<file path="src/design/clse_pkg.sv">
// ----------------------------------------------------------------------------
// clse_pkg: shared types and constants for the Chebyshev series evaluator
// Holds field widths, command and register codes, fixed-point limits, the
// controller state type and the control structs passed between modules.
// ----------------------------------------------------------------------------
package clse_pkg;

  // Payload field widths.
  localparam int CMD_W   = 1;
  localparam int POLY_W  = 2;
  localparam int CIDX_W  = 5;
  localparam int COEF_W  = 32;
  localparam int POINT_W = 16;

  // Configuration port.
  localparam int CFG_IDX_W  = 2;
  localparam int CFG_DATA_W = 8;
  localparam int NCOEF_W    = 6;
  localparam int NPOLY_W    = 3;

  // Recurrence arithmetic.
  localparam int B_W   = 48;
  localparam int ACC_W = 52;
  localparam int PROD_W = 64;
  localparam int LO_W  = 24;

  // Item commands.
  localparam logic [CMD_W-1:0] CMD_LOAD = 1'b0;
  localparam logic [CMD_W-1:0] CMD_EVAL = 1'b1;

  // Configuration register indexes.
  localparam logic [CFG_IDX_W-1:0] CFG_COEFFS = 2'd0;
  localparam logic [CFG_IDX_W-1:0] CFG_POLYS  = 2'd1;

  // Point range, Q2.14 minus one to plus one.
  localparam logic signed [POINT_W-1:0] X_MAX = 16'sd16384;
  localparam logic signed [POINT_W-1:0] X_MIN = -16'sd16384;

  // Saturation bounds of the 48-bit recurrence, held at accumulator width.
  localparam logic signed [ACC_W-1:0] B_HI = {{(ACC_W-B_W+1){1'b0}}, {(B_W-1){1'b1}}};
  localparam logic signed [ACC_W-1:0] B_LO = {{(ACC_W-B_W+1){1'b1}}, {(B_W-1){1'b0}}};

  // Saturation bounds of the 32-bit result, held at recurrence width.
  localparam logic signed [B_W-1:0] Y_HI = {{(B_W-COEF_W+1){1'b0}}, {(COEF_W-1){1'b1}}};
  localparam logic signed [B_W-1:0] Y_LO = {{(B_W-COEF_W+1){1'b1}}, {(COEF_W-1){1'b0}}};

  // Rounding constants for the two product scalings.
  localparam logic signed [PROD_W-1:0] RND_STEP  = 64'sd4096;
  localparam logic signed [PROD_W-1:0] RND_FINAL = 64'sd8192;

  typedef enum logic [2:0] {
    ST_IDLE,
    ST_MUL,
    ST_SUM,
    ST_ACC,
    ST_EMIT
  } clse_state_t;

  // Commands from the controller to the datapath.
  typedef struct packed {
    logic              load;
    logic              start_item;
    logic              clear_b;
    logic              mul;
    logic              sum;
    logic              acc;
    logic              final_step;
    logic              emit;
    logic [POLY_W-1:0] poly;
    logic              last;
  } clse_cmd_t;

  // Status from the datapath to the controller.
  typedef struct packed {
    logic out_free;
  } clse_stat_t;

endpackage

</file>
<file path="src/design/clse_datapath.sv">
// ----------------------------------------------------------------------------
// clse_datapath: Clenshaw recurrence datapath
// Split multiplier, scaling and rounding, accumulate with saturation, and
// the output register of the result channel.
// ----------------------------------------------------------------------------
module clse_datapath (
  input  logic                               clk,
  input  logic                               rst_n,
  input  clse_pkg::clse_cmd_t                cmd,
  output clse_pkg::clse_stat_t               stat,
  input  logic signed [clse_pkg::POINT_W-1:0] point,
  input  logic [clse_pkg::COEF_W-1:0]        coef,
  output logic                               out_valid,
  input  logic                               out_ready,
  output logic [clse_pkg::POLY_W-1:0]        out_poly,
  output logic signed [clse_pkg::COEF_W-1:0] out_value,
  output logic                               out_ovf,
  output logic                               out_last
);
  import clse_pkg::*;

  logic signed [POINT_W-1:0]    x_r, x_nxt;
  logic signed [B_W-1:0]        b1_r, b1_nxt, b2_r, b2_nxt;
  logic                         ovf_r, ovf_nxt;
  logic signed [LO_W+POINT_W:0] lo_prod_r;
  logic signed [B_W-LO_W+POINT_W-1:0] hi_prod_r;
  logic signed [ACC_W-1:0]      scaled_r;
  logic signed [COEF_W-1:0]     res_r;
  logic                         res_ovf_r;
  logic                         out_valid_r, out_valid_nxt;
  logic [POLY_W-1:0]            out_poly_r;
  logic signed [COEF_W-1:0]     out_value_r;
  logic                         out_ovf_r, out_last_r;

  logic signed [PROD_W-1:0] prod, prod_rnd, prod_shift;
  logic signed [ACC_W-1:0]  acc_sum;
  logic signed [B_W-1:0]    b_sat;
  logic                     b_ovf;
  logic signed [COEF_W-1:0] y_sat;
  logic                     y_ovf;

  // Clamp the point into minus one to plus one.
  always_comb begin
    if (point > X_MAX) begin
      x_nxt = X_MAX;
    end else if (point < X_MIN) begin
      x_nxt = X_MIN;
    end else begin
      x_nxt = point;
    end
  end

  // Reassemble the split product, round half up, scale by 2x or x.
  always_comb begin
    prod       = (PROD_W'(hi_prod_r) <<< LO_W) + PROD_W'(lo_prod_r);
    prod_rnd   = prod + (cmd.final_step ? RND_FINAL : RND_STEP);
    prod_shift = cmd.final_step ? (prod_rnd >>> 14) : (prod_rnd >>> 13);
  end

  // Recurrence step with saturation to 48 and then 32 bits.
  always_comb begin
    acc_sum = scaled_r - ACC_W'(b2_r) + ACC_W'($signed(coef));
    b_ovf   = 1'b0;
    if (acc_sum > B_HI) begin
      b_sat = B_W'(B_HI);
      b_ovf = 1'b1;
    end else if (acc_sum < B_LO) begin
      b_sat = B_W'(B_LO);
      b_ovf = 1'b1;
    end else begin
      b_sat = B_W'(acc_sum);
    end
    y_ovf = 1'b0;
    if (b_sat > Y_HI) begin
      y_sat = COEF_W'(Y_HI);
      y_ovf = 1'b1;
    end else if (b_sat < Y_LO) begin
      y_sat = COEF_W'(Y_LO);
      y_ovf = 1'b1;
    end else begin
      y_sat = COEF_W'(b_sat);
    end
  end

  always_comb begin
    b1_nxt  = b1_r;
    b2_nxt  = b2_r;
    ovf_nxt = ovf_r;
    if (cmd.start_item || cmd.clear_b) begin
      b1_nxt  = '0;
      b2_nxt  = '0;
      ovf_nxt = 1'b0;
    end else if (cmd.acc && !cmd.final_step) begin
      b2_nxt  = b1_r;
      b1_nxt  = b_sat;
      ovf_nxt = ovf_r | b_ovf;
    end
  end

  always_comb begin
    out_valid_nxt = out_valid_r;
    if (cmd.emit) begin
      out_valid_nxt = 1'b1;
    end else if (out_ready) begin
      out_valid_nxt = 1'b0;
    end
  end

  always_ff @(posedge clk) begin
    if (!rst_n) begin
      out_valid_r <= 1'b0;
    end else begin
      out_valid_r <= out_valid_nxt;
    end
  end

  always_ff @(posedge clk) begin
    if (cmd.start_item) begin
      x_r <= x_nxt;
    end
    b1_r  <= b1_nxt;
    b2_r  <= b2_nxt;
    ovf_r <= ovf_nxt;
    if (cmd.mul) begin
      lo_prod_r <= x_r * $signed({1'b0, b1_r[LO_W-1:0]});
      hi_prod_r <= x_r * $signed(b1_r[B_W-1:LO_W]);
    end
    if (cmd.sum) begin
      scaled_r <= ACC_W'(prod_shift);
    end
    if (cmd.acc && cmd.final_step) begin
      res_r     <= y_sat;
      res_ovf_r <= ovf_r | b_ovf | y_ovf;
    end
    if (cmd.emit) begin
      out_poly_r  <= cmd.poly;
      out_value_r <= res_r;
      out_ovf_r   <= res_ovf_r;
      out_last_r  <= cmd.last;
    end
  end

  assign stat.out_free = !out_valid_r || out_ready;
  assign out_valid     = out_valid_r;
  assign out_poly      = out_poly_r;
  assign out_value     = out_value_r;
  assign out_ovf       = out_ovf_r;
  assign out_last      = out_last_r;

endmodule

</file>
<file path="config.mk">
export PLATFORM = sky130hd
export DESIGN_NAME = clse_datapath
export DESIGN_NICKNAME = d
export VERILOG_FILES = /design/src/design/clse_pkg.sv /design/src/design/clse_datapath.sv
export SDC_FILE = /design/constraint.sdc
export NUM_CORES = 2
export LEC_CHECK = 0
export BUFFER_PORTS_ARGS = -buffer_cell sky130_fd_sc_hd__buf_2
export CAP_MARGIN = 20
export CORE_ASPECT_RATIO = 0.6
export CORE_UTILIZATION = 58
export DETAILED_ROUTE_END_ITERATION = 8
export PLACE_DENSITY = 0.76
export SLEW_MARGIN = 20
export SYNTH_ARGS = -nofsm -noshare
export SYNTH_HDL_FRONTEND = slang
export SYNTH_SLANG_ARGS = --single-unit
</file>
<file path="constraint.sdc">
create_clock -name clk -period 7.7 [get_ports clk]
set_input_delay 0 -clock clk [delete_from_list [all_inputs] [get_ports clk]]
set_output_delay 0 -clock clk [all_outputs]
set_load 0.01 [all_outputs]
</file>
==> impl_results.html <==
<table>
<tr><th>Metric</th><th>Value</th></tr>
<tr><th colspan="2">Drt</th></tr>
<tr><td>Iter 0 DRT Violations</td><td>3708</td></tr>
<tr><td>Number of DRC violations after detailed routing</td><td>0</td></tr>
<tr><td>Count of nets left with antenna violations after detail routing</td><td>0</td></tr>
<tr><td>Total vias in the final route</td><td>between 30k and 40k</td></tr>
<tr><td>Number of detailed-route iterations in the first pass</td><td>5</td></tr>
<tr><td>Routed length per placed instance</td><td>20.90 microns</td></tr>
<tr><td>Wire length after detailed routing</td><td>roughly 120000 microns</td></tr>
<tr><td>Routed via count divided by cell count</td><td>about 5.7</td></tr>
<tr><th colspan="2">Timing</th></tr>
<tr><td>Count of endpoints failing setup in the final report</td><td>0</td></tr>
<tr><td>Final setup slack of the worst path</td><td>307.0 ps</td></tr>
<tr><td>Setup repair after global routing missed its margin</td><td>false</td></tr>
<tr><td>Final critical-path required period</td><td>7393 ps</td></tr>
<tr><td>Fmax achieved</td><td>0.1353 GHz</td></tr>
<tr><td>Headroom to the max-slew limit</td><td>between 20 and 30%</td></tr>
<tr><td>Post-route setup TNS</td><td>0 ps</td></tr>
<tr><td>Hold Vio Cnt, Final</td><td>0</td></tr>
<tr><td>Transition time at the pin with the least slew margin</td><td>1038 ps</td></tr>
<tr><td>Part of the cycle the worst path needs</td><td>96.01%</td></tr>
<tr><td>Pins over their slew limit</td><td>0</td></tr>
<tr><td>Max Clock Skew</td><td>26.92 ps</td></tr>
<tr><th colspan="2">CTS</th></tr>
<tr><td>Clock tree root buffer cell</td><td>clkbuf_16</td></tr>
<tr><td>Number of buffers on the longest clock path</td><td>3</td></tr>
<tr><td>H-tree depth reported by CTS</td><td>2</td></tr>
<tr><td>Number of buffers created by CTS</td><td>35</td></tr>
<tr><td>Clock transition at the registers of the reported paths</td><td>roughly 70 ps</td></tr>
<tr><td>CTS tree</td><td>yes</td></tr>
<tr><td>Clock insertion delay at the later pin of the skew report</td><td>around 570 ps</td></tr>
<tr><td>Clock sink total</td><td>around 300</td></tr>
<tr><th colspan="2">Worst hold path</th></tr>
<tr><td>Worst Hold Class</td><td>primary input to flip-flop</td></tr>
<tr><th colspan="2">Global routing</th></tr>
<tr><td>GRT Total Usage</td><td>32.89%</td></tr>
<tr><td>Maximum number of pins on one net before global-route repair</td><td>109</td></tr>
<tr><td>Antenna violations before repair</td><td>4</td></tr>
<tr><td>Number of global-route vias before repair</td><td>between 30k and 40k</td></tr>
<tr><td>First-pass GRT wire length</td><td>193300 microns</td></tr>
<tr><td>Remaining global-route overflow</td><td>0</td></tr>
<tr><th colspan="2">Power</th></tr>
<tr><td>Sequential share of power</td><td>16.5%</td></tr>
<tr><td>Relative contribution of combinational cells to total power</td><td>73.8%</td></tr>
<tr><td>Pwr dens</td><td>394.4 mW/mm^2</td></tr>
<tr><td>Maximum VDD drop</td><td>0.0002505 V</td></tr>
<tr><td>Leakage Power</td><td>0.02228 uW</td></tr>
<tr><td>Clock power frac</td><td>9.7%</td></tr>
<tr><td>Internal Dissipation</td><td>8990 uW</td></tr>
<tr><td>Switching part of the total power</td><td>between 50% and 60%</td></tr>
<tr><td>Switching power total</td><td>between 9000 and 10000 uW</td></tr>
<tr><th colspan="2">Worst setup path</th></tr>
<tr><td>Worst path max stage delay</td><td>550 ps</td></tr>
<tr><td>Arrival time at the worst endpoint</td><td>7730 ps</td></tr>
<tr><td>Critical path startpoint category</td><td>flip-flop</td></tr>
<tr><td>Critical path endpoint category</td><td>flip-flop</td></tr>
<tr><td>Most frequent CP cell</td><td>fa_1</td></tr>
<tr><td>Max Fanout on Critical Path</td><td>9</td></tr>
<tr><td>Slowest stage cell, crit path</td><td>fa_1</td></tr>
<tr><td>Data required time of the worst path</td><td>8040 ps</td></tr>
<tr><td>Worst Setup Path Type</td><td>flip-flop to flip-flop</td></tr>
<tr><td>Reg-to-reg slack, setup</td><td>310 ps</td></tr>
<tr><th colspan="2">Run</th></tr>
<tr><td>Max-cap viol count</td><td>0</td></tr>
<tr><th colspan="2">Yosys</th></tr>
<tr><td>Share of synthesized flip-flops with an asynchronous set or reset</td><td>0%</td></tr>
<tr><td>Post-synthesis instance area</td><td>0.04387 sq mm</td></tr>
<tr><td>Syn Inst Count</td><td>4802</td></tr>
<tr><td>Area share of the largest cell type after synthesis</td><td>33.36%</td></tr>
<tr><td>Library cell with the largest summed area after synthesis</td><td>fa_1</td></tr>
<tr><td>Post-synth EDFFs</td><td>205</td></tr>
<tr><td>Mean area per synthesized cell</td><td>9.136 sq um</td></tr>
<tr><td>Sequential share of the synthesized area</td><td>18.50%</td></tr>
<tr><td>Nets in the synthesized netlist</td><td>5920</td></tr>
<tr><td>Distinct cell type count of the synthesized netlist</td><td>81</td></tr>
<tr><td>Number of register bits inferred by synthesis</td><td>~300</td></tr>
<tr><td>Number of warnings printed during yosys synthesis</td><td>0</td></tr>
<tr><td>Top FF cell, synth</td><td>edfxtp_1</td></tr>
<tr><td>Synth top area cells</td><td>fa_1, edfxtp_1, ha_1</td></tr>
<tr><th colspan="2">Status</th></tr>
<tr><td>Outcome</td><td>completed</td></tr>
<tr><th colspan="2">Die</th></tr>
<tr><td>Die Y</td><td>roughly 220 microns</td></tr>
<tr><td>Horizontal extent of the die</td><td>357.1 microns</td></tr>
<tr><td>Die area</td><td>0.07678 sq mm</td></tr>
<tr><td>Initial core utilization</td><td>59.06%</td></tr>
<tr><td>Number of ports placed on the die boundary</td><td>100</td></tr>
<tr><td>FP Rows</td><td>between 70 and 80</td></tr>
<tr><td>Core box area</td><td>0.07428 sq mm</td></tr>
<tr><th colspan="2">Finish</th></tr>
<tr><td>Fill cell count</td><td>6069</td></tr>
<tr><td>Top library cells by usage in the layout, fill and taps aside</td><td>inv_1, fa_1, nand2_1</td></tr>
<tr><td>Share of the core filled with cells in the final layout</td><td>63.81%</td></tr>
<tr><td>Ant. Diodes</td><td>0</td></tr>
<tr><td>Most common cell after layout, fill and taps aside</td><td>inv_1</td></tr>
<tr><td>Layout cell share with drive strength beyond 1</td><td>under 10%</td></tr>
<tr><td>Layout Area Growth over Synthesis</td><td>8.036%</td></tr>
<tr><td>Post-layout net count</td><td>5977</td></tr>
<tr><th colspan="2">Placement</th></tr>
<tr><td>Port Buf Inserts</td><td>98</td></tr>
<tr><td>Setup Slack @ Placement</td><td>361.0 ps</td></tr>
<tr><td>Final weighted congestion in routability-driven placement</td><td>0.9825</td></tr>
<tr><td>Post-detail-place hpwl</td><td>95580 microns</td></tr>
</table>
worst max-delay path, delay by kind of cell, from the launching register on:
family | cells | cell delay [ps]
XOR/XNOR | 1 | 370
buffers and inverters | 8 | 910
AO/OA/AOI/OAI | 7 | 1220
adder cells (fa/ha/maj) | 7 | 3400
AND/OR/NAND/NOR | 3 | 700
flip-flops | 1 | 520
final cells by class:
class	count	area [sq um]	share of cell area (%)
timing repair buffer	256	1942	4.097
multi-input combinational	3317	31290	66.00
sequential	303	8125	17.14
tap	987	1235	2.605
clock buffer	44	972.2	2.051
clock inverter	20	289.0	0.6098
inverter	946	3551	7.491
flip-flops by register name, summed over array words and instances (netlist names), 2 cells and up:
name,count
b1_r,48
hi_prod_r,40
x_r,16
out_value,32
lo_prod_r,29
res_r,32
out_poly,2
scaled_r,51
b2_r,48
kinds of logic after synthesis:
| family | synth area share, % |
|---|---|
| AOI/OAI and AO/OA | 10.27 |
| muxes | 0.6302 |
| buffers and inverters | 10.23 |
| and+or+nand+nor | 14.81 |
| DFF | 18.50 |
| xor gates and xnor gates | 2.935 |
| adders and majority gates | 42.62 |
stage by stage:
step / instances / cell area [sq um] / total power (uW) / hold WS, ps
floorplan: 4802 / 43870 / 12580 / 98.87
global placement: 5777 / 45780 / 16090 / 177.8
detailed placement: 5777 / 45780 / 16340 / 180.6
CTS: 5865 / 47280 / 18280 / 48.13
global route: 5873 / 47400 / 20220 / 91.64
finish: 5873 / 47400 / 18700 / 49.00
power groups by stage:
| stage | combinational [uW] | sequential (uW) | clock, uW |
|---|---|---|---|
| CTS | 13400 | 3070 | 1840 |
| global route | 15200 | 3130 | 1910 |
| floorplan | 9630 | 2950 | 0 |
| global placement | 13000 | 3070 | 0 |
| finish | 13800 | 3080 | 1820 |
| detailed placement | 13200 | 3100 | 0 |
what timing repair did:
action,in CTS,in global routing
endpoints found under the hold margin,53,0
setup endpoints to repair,0,7
hold buffers,24,0
buffers inserted,0,7
gates resized for setup,0,7
per-layer routing:
metal,up-vias,GRT usage [%],routed length (microns)
met1,16320,50.44,54610
li1,15160,-,-
met3,143,15.69,20540
met4,0,5.527,2323
met2,1968,41.86,45290
met5,-,0,0
synth_stat cells (7+ instances only):
| master | instances |
|---|---|
| mux2i_1 | 13 |
| a311oi_1 | 7 |
| nand4_1 | 22 |
| fa_1 | 731 |
| nand2b_1 | 64 |
| a21oi_1 | 254 |
| edfxtp_1 | 205 |
| o21bai_1 | 15 |
| a31oi_1 | 27 |
| nor2_1 | 136 |
| o21ai_0 | 162 |
| and3_1 | 18 |
| a211o_1 | 9 |
| a211oi_1 | 19 |
| or3_1 | 18 |
| a21oi_2 | 10 |
| o22ai_1 | 7 |
| xnor2_1 | 99 |
| nor2b_1 | 15 |
| a21o_1 | 88 |
| ha_1 | 325 |
| o21a_1 | 34 |
| dfxtp_1 | 98 |
| nor3_1 | 33 |
| o31ai_1 | 12 |
| or2_2 | 11 |
| clkbuf_1 | 208 |
| and2_1 | 305 |
| o21ai_1 | 14 |
| buf_2 | 12 |
| buf_1 | 9 |
| a2111oi_0 | 9 |
| mux2_2 | 13 |
| o211ai_1 | 9 |
| nand3_1 | 48 |
| inv_1 | 945 |
| nor3_2 | 10 |
| nand2_1 | 654 |
| xor2_1 | 48 |
worst paths after layout:
check / startpoint / to / cells after the start
worst max register to register: b1_r[7] / lo_prod_r[30] / 26
worst min-delay path: cmd[3] / out_poly[0] / 1
worst min register to register: res_r[7] / out_value[7] / 0
worst max-delay path: b1_r[7] / lo_prod_r[30] / 26
(Power assumes the default switching activity.)
