$ cat src/design/clse_pkg.sv
// ----------------------------------------------------------------------------
// clse_pkg: shared types and constants for the Chebyshev series evaluator
// Holds field widths, command and register codes, fixed-point limits, the
// controller state type and the control structs passed between modules.
// ----------------------------------------------------------------------------
package clse_pkg;

  // Payload field widths.
  localparam int CMD_W   = 1;
  localparam int POLY_W  = 2;
  localparam int CIDX_W  = 5;
  localparam int COEF_W  = 32;
  localparam int POINT_W = 16;

  // Configuration port.
  localparam int CFG_IDX_W  = 2;
  localparam int CFG_DATA_W = 8;
  localparam int NCOEF_W    = 6;
  localparam int NPOLY_W    = 3;

  // Recurrence arithmetic.
  localparam int B_W   = 48;
  localparam int ACC_W = 52;
  localparam int PROD_W = 64;
  localparam int LO_W  = 24;

  // Item commands.
  localparam logic [CMD_W-1:0] CMD_LOAD = 1'b0;
  localparam logic [CMD_W-1:0] CMD_EVAL = 1'b1;

  // Configuration register indexes.
  localparam logic [CFG_IDX_W-1:0] CFG_COEFFS = 2'd0;
  localparam logic [CFG_IDX_W-1:0] CFG_POLYS  = 2'd1;

  // Point range, Q2.14 minus one to plus one.
  localparam logic signed [POINT_W-1:0] X_MAX = 16'sd16384;
  localparam logic signed [POINT_W-1:0] X_MIN = -16'sd16384;

  // Saturation bounds of the 48-bit recurrence, held at accumulator width.
  localparam logic signed [ACC_W-1:0] B_HI = {{(ACC_W-B_W+1){1'b0}}, {(B_W-1){1'b1}}};
  localparam logic signed [ACC_W-1:0] B_LO = {{(ACC_W-B_W+1){1'b1}}, {(B_W-1){1'b0}}};

  // Saturation bounds of the 32-bit result, held at recurrence width.
  localparam logic signed [B_W-1:0] Y_HI = {{(B_W-COEF_W+1){1'b0}}, {(COEF_W-1){1'b1}}};
  localparam logic signed [B_W-1:0] Y_LO = {{(B_W-COEF_W+1){1'b1}}, {(COEF_W-1){1'b0}}};

  // Rounding constants for the two product scalings.
  localparam logic signed [PROD_W-1:0] RND_STEP  = 64'sd4096;
  localparam logic signed [PROD_W-1:0] RND_FINAL = 64'sd8192;

  typedef enum logic [2:0] {
    ST_IDLE,
    ST_MUL,
    ST_SUM,
    ST_ACC,
    ST_EMIT
  } clse_state_t;

  // Commands from the controller to the datapath.
  typedef struct packed {
    logic              load;
    logic              start_item;
    logic              clear_b;
    logic              mul;
    logic              sum;
    logic              acc;
    logic              final_step;
    logic              emit;
    logic [POLY_W-1:0] poly;
    logic              last;
  } clse_cmd_t;

  // Status from the datapath to the controller.
  typedef struct packed {
    logic out_free;
  } clse_stat_t;

endpackage

$ cat src/design/clse_ctrl.sv
// ----------------------------------------------------------------------------
// clse_ctrl: sequencer for the Clenshaw evaluation
// Walks polynomials and coefficient orders, issues table reads and steps
// the datapath through multiply, scale and accumulate phases.
// ----------------------------------------------------------------------------
module clse_ctrl #(
  parameter int MAX_COEFFS = 32,
  parameter int NUM_POLYS  = 4
) (
  input  logic                                     clk,
  input  logic                                     rst_n,
  input  logic                                     in_valid,
  input  logic [clse_pkg::CMD_W-1:0]               in_command,
  output logic                                     in_ready,
  input  logic [clse_pkg::NCOEF_W-1:0]             cfg_coeffs,
  input  logic [clse_pkg::NPOLY_W-1:0]             cfg_polys,
  input  clse_pkg::clse_stat_t                     stat,
  output clse_pkg::clse_cmd_t                      cmd,
  output logic                                     rd_en,
  output logic [$clog2(NUM_POLYS*MAX_COEFFS)-1:0]  rd_addr
);
  import clse_pkg::*;

  localparam int AW         = $clog2(NUM_POLYS * MAX_COEFFS);
  localparam int KW         = $clog2(MAX_COEFFS);
  localparam int POLY_LIMIT = (NUM_POLYS < 4) ? NUM_POLYS : 4;

  clse_state_t       state_r, state_nxt;
  logic [KW-1:0]     k_r, k_nxt, kinit_r, kinit_nxt;
  logic [POLY_W-1:0] poly_r, poly_nxt, last_poly_r, last_poly_nxt;
  logic [KW-1:0]     kinit_calc;
  logic [POLY_W-1:0] last_calc;
  logic              start, is_last, final_step;

  // Effective top order and last polynomial from the registers.
  always_comb begin
    if (cfg_coeffs == '0) begin
      kinit_calc = '0;
    end else if (32'(cfg_coeffs) > MAX_COEFFS) begin
      kinit_calc = KW'(MAX_COEFFS - 1);
    end else begin
      kinit_calc = KW'(cfg_coeffs - NCOEF_W'(1));
    end
    if (cfg_polys == '0) begin
      last_calc = '0;
    end else if (32'(cfg_polys) > POLY_LIMIT) begin
      last_calc = POLY_W'(POLY_LIMIT - 1);
    end else begin
      last_calc = POLY_W'(cfg_polys - NPOLY_W'(1));
    end
  end

  assign start      = (state_r == ST_IDLE) && in_valid && (in_command == CMD_EVAL);
  assign is_last    = (poly_r == last_poly_r);
  assign final_step = (k_r == '0);

  // Next state.
  always_comb begin
    state_nxt = state_r;
    case (state_r)
      ST_IDLE: begin
        if (start) begin
          state_nxt = ST_MUL;
        end
      end
      ST_MUL: begin
        state_nxt = ST_SUM;
      end
      ST_SUM: begin
        state_nxt = ST_ACC;
      end
      ST_ACC: begin
        state_nxt = final_step ? ST_EMIT : ST_MUL;
      end
      ST_EMIT: begin
        if (stat.out_free) begin
          state_nxt = is_last ? ST_IDLE : ST_MUL;
        end
      end
      default: begin
        state_nxt = ST_IDLE;
      end
    endcase
  end

  // Outputs.
  always_comb begin
    cmd            = '0;
    in_ready       = 1'b0;
    rd_en          = 1'b0;
    cmd.poly       = poly_r;
    cmd.last       = is_last;
    cmd.final_step = final_step;
    case (state_r)
      ST_IDLE: begin
        in_ready       = 1'b1;
        cmd.load       = in_valid && (in_command == CMD_LOAD);
        cmd.start_item = start;
      end
      ST_MUL: begin
        cmd.mul = 1'b1;
        rd_en   = 1'b1;
      end
      ST_SUM: begin
        cmd.sum = 1'b1;
      end
      ST_ACC: begin
        cmd.acc = 1'b1;
      end
      ST_EMIT: begin
        cmd.emit    = stat.out_free;
        cmd.clear_b = stat.out_free && !is_last;
      end
      default: begin
        in_ready = 1'b0;
      end
    endcase
  end

  assign rd_addr = AW'(32'(poly_r) * MAX_COEFFS + 32'(k_r));

  // Counters.
  always_comb begin
    k_nxt         = k_r;
    kinit_nxt     = kinit_r;
    poly_nxt      = poly_r;
    last_poly_nxt = last_poly_r;
    if (start) begin
      k_nxt         = kinit_calc;
      kinit_nxt     = kinit_calc;
      poly_nxt      = '0;
      last_poly_nxt = last_calc;
    end else if (state_r == ST_ACC && !final_step) begin
      k_nxt = k_r - KW'(1);
    end else if (state_r == ST_EMIT && stat.out_free && !is_last) begin
      k_nxt    = kinit_r;
      poly_nxt = poly_r + POLY_W'(1);
    end
  end

  always_ff @(posedge clk) begin
    if (!rst_n) begin
      state_r     <= ST_IDLE;
      k_r         <= '0;
      kinit_r     <= '0;
      poly_r      <= '0;
      last_poly_r <= '0;
    end else begin
      state_r     <= state_nxt;
      k_r         <= k_nxt;
      kinit_r     <= kinit_nxt;
      poly_r      <= poly_nxt;
      last_poly_r <= last_poly_nxt;
    end
  end

endmodule

$ cat config.mk
export PLATFORM = sky130hd
export DESIGN_NAME = clse_ctrl
export DESIGN_NICKNAME = d
export VERILOG_FILES = /design/src/design/clse_pkg.sv /design/src/design/clse_ctrl.sv
export SDC_FILE = /design/constraint.sdc
export NUM_CORES = 1
export LEC_CHECK = 0
export ABC_AREA = 1
export BUFFER_PORTS_ARGS = -buffer_cell sky130_fd_sc_hd__buf_2
export CELL_PAD_IN_SITES_DETAIL_PLACEMENT = 0
export CELL_PAD_IN_SITES_GLOBAL_PLACEMENT = 1
export CORE_MARGIN = 2
export CORE_UTILIZATION = 38
export CTS_CLUSTER_DIAMETER = 120
export DETAILED_ROUTE_END_ITERATION = 6
export PLACE_DENSITY = 0.94
export SYNTH_ARGS = -nofsm -noshare
export SYNTH_HDL_FRONTEND = slang
export SYNTH_SLANG_ARGS = --single-unit
$ cat constraint.sdc
create_clock -name clk -period 3.2 [get_ports clk]
set_input_delay 0.32 -clock clk [delete_from_list [all_inputs] [get_ports clk]]
set_output_delay 0.32 -clock clk [all_outputs]
set_load 0.005 [all_outputs]
==> flow_summary_export.csv, run 1 <==
group,metric,value,unit
die,die_width,60.3,um
yosys,synthesis.area,0.00120,sq mm
cts,postCtsResizedCells,0,
route,wl,2450,um
setup_path,regToRegEndpoint,"k_r[1]",
setup_path,worstPathRequired,2880,ps
timing,final_hold_viol_count,0,
setup_path,path_max_fanout,4,
timing,max_freq,583,MHz
setup_path,timing.rr.start,"k_r[0]",
yosys,ys_seq_area_frac,0.282,
die,start_util,0.398,
final_layout,multi_input_area,688,sq um
route,vias,1184,
yosys,syn_inst,188,
route,wl_per_cell,9.39,um
timing,slew_headroom,0.834,
timing,min_period,1710,ps
pwr,ir_drop,0.000175,V
setup_path,arrival,1390,ps
yosys,ys_ff_latch,17,
min_path,hold_class,"input port to flop",
final_layout,area.sequential,340,sq um
setup_path,end_kind,"output port",
status,status,"completed",
final_layout,final_common_cell,"nand2_1",
setup_path,r2r_cells,8,
cts,cts_setup_buffers,0,
timing,worst_slew_pin_slew,248,ps
cts,root_buffer,"clkbuf_4",
final_layout,area_growth_syn_to_layout,14.5,%
pwr,p_leak,0.768,nW
setup_path,critPathLaunchType,"flop",
die,ios,34,
die,rows,20,
cts,clock_sinks,17,
setup_path,criticalPathCategory,"flop to output port",
yosys,yosysWarnings,0,
final_layout,post-route-util,0.456,
timing,rsz0062_at_grt,"false",
cts,cts_tree,"built",
cts,clkLatencyLatePin,290,ps
route,drtIter0Drc,44,
yosys,synth.distinct_cells,23,
timing,setup_violations,0,
final_layout,final_nets,236,
yosys,synth_fp_nets,206,
timing,skew,1.35,ps
place,gp_congestion,0.743,
global_routing,first_global_vias,1027,
global_routing,grt_overflow,0,
place,io_buffer_count,33,
route,via_per_inst,4.54,
die,die_h,60.3,um
final_layout,num-fill-cells,348,
final_layout,drive_above_1_share,0.240,
global_routing,grt_util_all_layers,0.152,
route,detail-route-antenna-nets,0,
global_routing,grt_pass1_wl,4230,um
cts,cts_max_level,1,
place,dp_hpwl,1920,um
pwr,powerDensity,525,mW/mm^2
global_routing,grt_antenna_before_repair,0,
setup_path,r2r_setup_slack,1720,ps
route,drcViolationCount,0,
route,drt-pass1-iter-count,4,
final_layout,final_cell_mix,"nand2_1, buf_2, nor2_1",
min_path,hold-path-endpoint,"kinit_r[0]",
die,die_area,0.00364,sq mm
min_path,hp-start,"cfg_coeffs[0]",
timing,finalSetupTns,0,ps
die,core_area,0.00303,sq mm
timing,drv_slew,0,
cts,cts_buffers,3,
cts,clk_path_buf_depth,2,
cts,holdBufCountCts,0,
cts,path_clk_slew,100,ps
global_routing,grt_max_degree,21,
run,max_cap_viol_count,0,
timing,timing.final.crit_share,0.536,
min_path,min_path_cells,4,
yosys,avgSynthCellArea,6.41,sq um
final_layout,antennaDiodeCount,0,
## metrics by stage
step	instance area (sq um)	power [mW]	setup WS [ps]	hold WS, ps	std cells
after floorplan	1200	0.544	1840	443	188
after global placement	1350	0.612	1720	454	257
after detailed placement	1350	0.615	1710	459	257
after CTS	1380	0.732	1480	336	261
after global routing	1380	0.793	1370	358	261
final	1380	0.724	1490	334	261
## worst max-delay path, cell delays in order (launching register included)
cell     delay [ps]
dfxtp_1         340
inv_1           130
ha_1            220
nand3_1         180
inv_1           120
buf_2           120
## worst max-delay path by stage
stage                        from      to  cells after the start
floorplan                  k_r[0]  k_r[0]                      9
global placement    cfg_coeffs[0]  k_r[1]                     12
detailed placement  cfg_coeffs[0]  k_r[1]                     12
CTS                     poly_r[0]  cmd[8]                      7
global route            poly_r[0]  cmd[8]                      7
finish                     k_r[0]  cmd[4]                      5
## flip-flops by register name (all words and copies together), names as in the netlist
| signal | cells |
|---|---|
| k_r | 5 |
| kinit_r | 5 |
| last_poly_r | 2 |
| poly_r | 2 |
| state_r | 3 |
## cells in the mapped netlist
cell type	number	area [sq um]
inv_1	22	82.6
dfxtp_1	17	340
buf_4	6	45.0
xnor2_1	2	17.5
a21oi_1	11	55.1
o21ai_0	2	10.0
inv_2	4	15.0
nand3_4	1	17.5
nor2_2	3	18.8
or2_2	1	6.26
nor2_8	1	20.0
nor2_1	28	105
ha_1	4	50.1
o21a_1	1	7.51
nand2_2	1	6.26
buf_6	3	33.8
nand2_1	51	191
nor2_4	1	11.3
nand2_4	3	33.8
nand4_1	2	12.5
nand3b_1	2	15.0
o21ai_1	5	25.0
nand3_1	17	85.1
## cell families (layout without fill, tap and decap cells)
logic type                 Yosys count  count (layout)  synth area share
and+or+nand+nor                    111             111             0.434
buffers and inverters               35              64             0.146
AOI/OAI and AO/OA                   19              19            0.0810
DFF                                 17              17             0.282
adders and majority gates            4               4            0.0415
xor gates and xnor gates             2               2            0.0145
## per-layer routing
| metal | up-vias | GRT usage | part of all wire |
|---|---|---|---|
| met2 | 27 | 0.264 | 0.48 |
| met3 | 5 | 0.0216 | 0.048 |
| met4 | 0 | 0.0762 | 0.022 |
| li1 | 642 | - | - |
| met5 | - | 0 | 0 |
| met1 | 510 | 0.183 | 0.45 |
## power by group
group / internal [mW] / total (mW) / switching (mW)
sequential: 0.246 / 0.273 / 0.0265
clock: 0.0485 / 0.116 / 0.0678
combinational: 0.135 / 0.336 / 0.200
## area by class of cell
type,instances,share of cell area
flip-flops and latches,17,0.247
repair buffers,34,0.125
multi-input cells,136,0.499
well taps,44,0.0399
clock buffers,4,0.0190
inverters,26,0.0707
Note: power is estimated with default switching activity, not from simulation.
==> inputs of run 2 (changes only) <==
- CORE_UTILIZATION: 38 -> 31
- PLACE_DENSITY: 0.94 -> 0.84
- clock period: 3.2 -> 1.4 ns (I/O delays scaled with it)
==> run 2 against run 1 <==
  * Wire length up 7.7%
  * Final cell count up 6.9%
  * Final area grew 16%
  * First-iteration DRC count shrank 52%
  * Count of clock-buffer cells in the layout is the same
  * Total power increased to 2.8 times the previous value
  * Worst setup slack worse by 1500 ps
  * Sequential share of layout area shrank 3.0 points
  * Clock power grew to 3.2 times the previous value
  * Critical path type unchanged
==> flow_summary_export.csv, run 2 (same netlist as run 1, synthesis figures left out) <==
group,metric,value,unit
setup_path,end_kind,"output port",
pwr,power,2.01,mW
die,die_width,66.3,um
die,start_util,0.327,
cts,cts_max_level,1,
run,max_cap_viol_count,0,
final_layout,final_nets,250,
timing,rsz0062_at_grt,"true",
cts,root_buffer,"clkbuf_8",
die,core_area,0.00369,sq mm
status,status,"completed",
pwr,ir_drop,0.000348,V
cts,cts_buffers,3,
timing,timing.final.crit_share,0.978,
route,vias,1200,
timing,setup_violations,0,
min_path,hold_class,"input port to flop",
timing,slew_headroom,0.843,
route,wl_per_cell,9.47,um
pwr,power.internal,1.24,mW
pwr,powerDensity,1260,mW/mm^2
route,drt-pass1-iter-count,4,
final_layout,reg_top3,"k_r x5, kinit_r x5, state_r x3",
setup_path,r2r_cells,8,
setup_path,path_max_fanout,20,
cts,path_clk_slew,70,ps
route,via_per_inst,4.30,
place,io_buffer_count,33,
setup_path,arrival,1230,ps
die,ios,34,
final_layout,drive_above_1_share,0.338,
timing,final_hold_viol_count,0,
place,placed_cell_area,0.00145,sq mm
cts,clk_path_buf_depth,2,
global_routing,grt_pass1_wl,4570,um
timing,drv_slew,0,
setup_path,critPathLaunchType,"flop",
global_routing,grt_max_degree,21,
die,die_area,0.00440,sq mm
final_layout,area_growth_syn_to_layout,32.6,%
pwr,power.switching,771,uW
route,wl,2640,um
pwr,clock_power_share,0.187,
min_path,min_path_cells,3,
final_layout,final_area,0.00160,sq mm
cts,holdBufCountCts,0,
timing,worst_slew_pin_slew,236,ps
pwr,combPwrFrac,0.500,
setup_path,criticalPathCategory,"flop to output port",
cts,clock_sinks,17,
pwr,p_sw_frac,0.383,
global_routing,grt_overflow,0,
die,die_h,66.3,um
place,dp_hpwl,2060,um
final_layout,antennaDiodeCount,0,
final_layout,final_common_cell,"nand2_1",
place,gp_congestion,0.685,
timing,max_freq,730,MHz
global_routing,first_global_vias,1089,
route,drcViolationCount,0,
die,rows,22,
timing,min_period,1370,ps
setup_path,r2r_setup_slack,100,ps
global_routing,grt_antenna_before_repair,0,
cts,clkLatencyLatePin,260,ps
route,detail-route-antenna-nets,0,
timing,skew,3.84,ps
cts,cts_tree,"built",
setup_path,worstPathRequired,1260,ps
pwr,pwr-share-seq,0.313,
final_layout,final_cell_mix,"nand2_1, buf_2, nor2_1",
route,drtIter0Drc,21,
pwr,p_leak,0.869,nW
global_routing,grt_util_all_layers,0.136,
[run 2: area by class of cell]
type,instances,area [sq um]
fill,410,2090
inverter,26,97.6
timing repair buffer,48,309
multi-input combinational,136,741
clock buffer,4,45.0
sequential,17,345
tap,48,60.1
[run 2: timing repair]
item                       in CTS  in global routing
pin swaps                       1                  1
setup buffers                   0                  4
setup endpoints to repair       3                 18
resized for setup               8                 11
[run 2: worst max-delay path, cell delays in order (launching register included)]
cell and delay [ps]:
dfxtp_2 340, nor2_4 140, nand4_1 160, buf_12 200
inv_2 60, buf_6 80
[run 2: layer usage]
metal  vias to the layer above  track usage  routed length (um)
met4                         0       0.0765                  60
met2                        29        0.234                1260
met5                         -            0                   0
met1                       499        0.160                1190
met3                         5       0.0204                 130
li1                        667            -                   -
[run 2: stage by stage]
stage               utilization  std cells  setup TNS (ps)  setup WS [ps]  hold slack, ps
floorplan                     -        188               0           37.1             311
global placement          0.392        271               0           35.1             454
detailed placement        0.392        271               0           22.5             455
CTS                       0.411        275               0           6.35             203
global route              0.433        279            -204          -60.8             215
finish                    0.433        279               0           30.1             193
[run 2: path summary, 6_finish.rpt]
kind         startpoint          to
max          state_r[0]      cmd[9]
min               rst_n      k_r[0]
max reg2reg  state_r[0]      k_r[3]
min reg2reg  kinit_r[4]  kinit_r[4]
[run 2: power groups by stage]
stage	logic [mW]	clock network (mW)	registers, mW
global route	1.15	0.406	0.641
floorplan	0.616	0	0.628
global placement	0.904	0	0.621
CTS	0.949	0.390	0.624
finish	1.01	0.376	0.630
detailed placement	0.910	0	0.626
==> inputs of run 3 (changes only) <==
- ABC_AREA: 1 -> 0
- CORE_UTILIZATION: 31 -> 35
- CTS_BUF_LIST: unset -> sky130_fd_sc_hd__clkbuf_8
- PLACE_DENSITY: 0.84 -> 0.88
==> run 3 against run 2 <==
  * The run now ends with setup timing left
  * Critical path depth rose by 1
  * Sequential share of layout area fell by 2.6 points
  * Final cell count fell by 11%
  * Worst hold slack got worse by 22 ps
  * Largest cell class unchanged
==> flow_summary_export.csv, run 3 <==
group,metric,value,unit
cts,cts_buffers,3,
cts,path_clk_slew,70,ps
route,vias,1262,
cts,cts_tree,"built",
global_routing,grt_pass1_wl,5180,um
route,dr_wl_met2,1720,um
yosys,synth.distinct_cells,44,
pwr,power.internal,1.74,mW
setup_path,path_delay_family,"simple AND/OR/NAND/NOR gates",
final_layout,num-fill-cells,294,
route,wl_met3,121,um
timing,max_freq,557,MHz
die,die_h,61.4,um
min_path,hold_class,"input port to flop",
final_layout,reg_top3,"k_r x5, kinit_r x5, state_r x3",
route,wl,3350,um
status,status,"finished with violations",
die,ios,34,
timing,rsz0062_at_grt,"true",
global_routing,grt_antenna_before_repair,0,
yosys,synth.mux.area_fraction,0.0174,
route,drcViolationCount,0,
timing,final_hold_viol_count,0,
die,rows,20,
route,wl_per_cell,13.5,um
yosys,avgSynthCellArea,8.46,sq um
place,io_buffer_count,33,
yosys,synthXorXnorAreaFrac,0.0609,
yosys,synth_common_cells,"dfxtp_1, nor2_1, inv_1",
route,drt-pass1-iter-count,4,
setup_path,slowest_stage,"or4b_4",
yosys,synthesis.area,0.00115,sq mm
yosys,yosysWarnings,0,
yosys,syn_inst,136,
cts,clock_sinks,17,
global_routing,grt_overflow,0,
timing,worst_slew_pin_slew,573,ps
yosys,yosys.area.top_type_share,0.296,
yosys,synth_top_cell_by_area,"dfxtp_1",
yosys,ys_ff_latch,17,
global_routing,grt_max_degree,12,
route,via_per_inst,5.07,
timing,timing.final.crit_share,1.28,
setup_path,path_max_fanout,4,
global_routing,grt_util_all_layers,0.186,
setup_path,worstPathRequired,1550,ps
final_layout,final_cells,249,
die,core_area,0.00310,sq mm
route,detail-route-antenna-nets,0,
yosys,synth_fp_nets,154,
timing,skew,1.47,ps
die,start_util,0.371,
pwr,p_leak,0.865,nW
global_routing,first_global_vias,1199,
place,post-place-cells,236,
cts,root_buffer,"clkbuf_8",
setup_path,end_kind,"flop",
timing,drv_slew,0,
yosys,synth_top_family_by_area,"compound AO/OA/AOI/OAI gates",
setup_path,critPathLaunchType,"flop",
timing,setup_violations,19,
status,violations,"setup timing",
pwr,power.switching,1.03,mW
timing,finalSetupTns,-3200,ps
pwr,combPwrFrac,0.603,
pwr,powerDensity,1500,mW/mm^2
final_layout,final_nets,224,
yosys,synth-compound-area-share,0.234,
final_layout,multi_input_area,777,sq um
final_layout,drive_above_1_share,0.541,
run,max_cap_viol_count,0,
cts,clkLatencyLatePin,260,ps
final_layout,area_growth_syn_to_layout,60.3,%
yosys,synthAdderAreaFrac,0.0696,
yosys,ys_top_cells_by_area,"dfxtp_1, buf_4, nor2_1",
setup_path,crit_chain,"inv_2 > ha_4 > or4b_4 > a22o_1 > or3_1 > o311a_1",
cts,holdBufCountCts,0,
die,die_area,0.00376,sq mm
place,dp_hpwl,2480,um
setup_path,crit_path_max_incr_delay,500,ps
final_layout,final_common_cell,"buf_4",
yosys,ys_seq_area_frac,0.296,
cts,cts_max_level,1,
route,top_layer_used,"met4",
setup_path,arrival,1950,ps
setup_path,criticalPathCategory,"flop to flop",
final_layout,final_cell_mix,"buf_4, buf_2, buf_6",
place,gp_congestion,0.775,
timing,slew_headroom,0.612,
pwr,ir_drop,0.000452,V
pwr,p_sw_frac,0.371,
yosys,synth_top_flop_cell,"dfxtp_1",
die,die_width,61.4,um
yosys,async_flop_share,0,
final_layout,area.sequential,352,sq um
yosys,synth_simple_gate_area_share,0.208,
setup_path,crit_buf_inv,1,
pwr,clock_power_share,0.138,
timing,min_period,1790,ps
place,dp_slack,-373,ps
yosys,synth_edf_count,0,
yosys,synth.most_common_cell,"dfxtp_1",
route,drtIter0Drc,43,
timing,fin_ws,-394,ps
route,drt-met1-wl,1440,um
pwr,pwr-share-seq,0.260,
final_layout,antennaDiodeCount,0,
cts,clk_path_buf_depth,2,
run 3: logic make-up after synthesis:
| group | count (synthesis) |
|---|---|
| and+or+nand+nor | 43 |
| AOI/OAI and AO/OA | 34 |
| buffers and inverters | 25 |
| DFF | 17 |
| xor gates and xnor gates | 8 |
| adders and majority gates | 7 |
| muxes | 2 |
run 3: routing by layer:
metal / vias to the layer above / global-route usage
met2: 37 / 0.333
met3: 5 / 0.0210
met4: 0 / 0.0973
met1: 597 / 0.216
met5: - / 0
li1: 623 / -
run 3: layout make-up:
cell class | count | share of cell area
Multi-Input combinational cell | 94 | 0.421
Sequential cell | 17 | 0.191
Clock inverter | 1 | 0.00203
Inverter | 13 | 0.0278
Tap cell | 44 | 0.0298
Clock buffer | 3 | 0.0224
Timing Repair Buffer | 77 | 0.306
run 3: final timing paths:
| check | from | endpoint | slack, ps | cells past startpoint |
|---|---|---|---|---|
| setup / recovery | k_r[1] | k_r[2] | -390 | 6 |
| hold reg to reg | kinit_r[3] | kinit_r[3] | 470 | 2 |
| setup reg to reg | k_r[1] | k_r[2] | -390 | 6 |
| hold / removal | stat | state_r[0] | 170 | 3 |
run 3: tightest hold or removal path, stage by stage:
cell and delay, ps:
buf_2 110, nand2_1 60, a311oi_1 80
run 3: what timing repair did:
| item | CTS | global route |
|---|---|---|
| setup endpoints to repair | 25 | 25 |
| gates cloned | 0 | 0 |
| pin swaps | 9 | 6 |
| setup buffers | 7 | 3 |
| resized for setup | 17 | 25 |
run 3: metrics by stage:
stage	power, mW	cell area, sq um	hold WS (ps)	util
after floorplan	1.63	1190	272	-
after global placement	2.05	1580	447	0.508
after detailed placement	2.11	1580	452	0.508
after CTS	2.67	1730	176	0.557
after global routing	2.96	1850	179	0.595
final	2.77	1850	172	0.595
run 3: power groups by stage:
stage	registers, mW	logic, mW	clock network [mW]
final	0.719	1.67	0.382
after global placement	0.700	1.35	0
after global routing	0.735	1.82	0.405
after detailed placement	0.708	1.40	0
after CTS	0.699	1.58	0.390
after floorplan	0.680	0.945	0
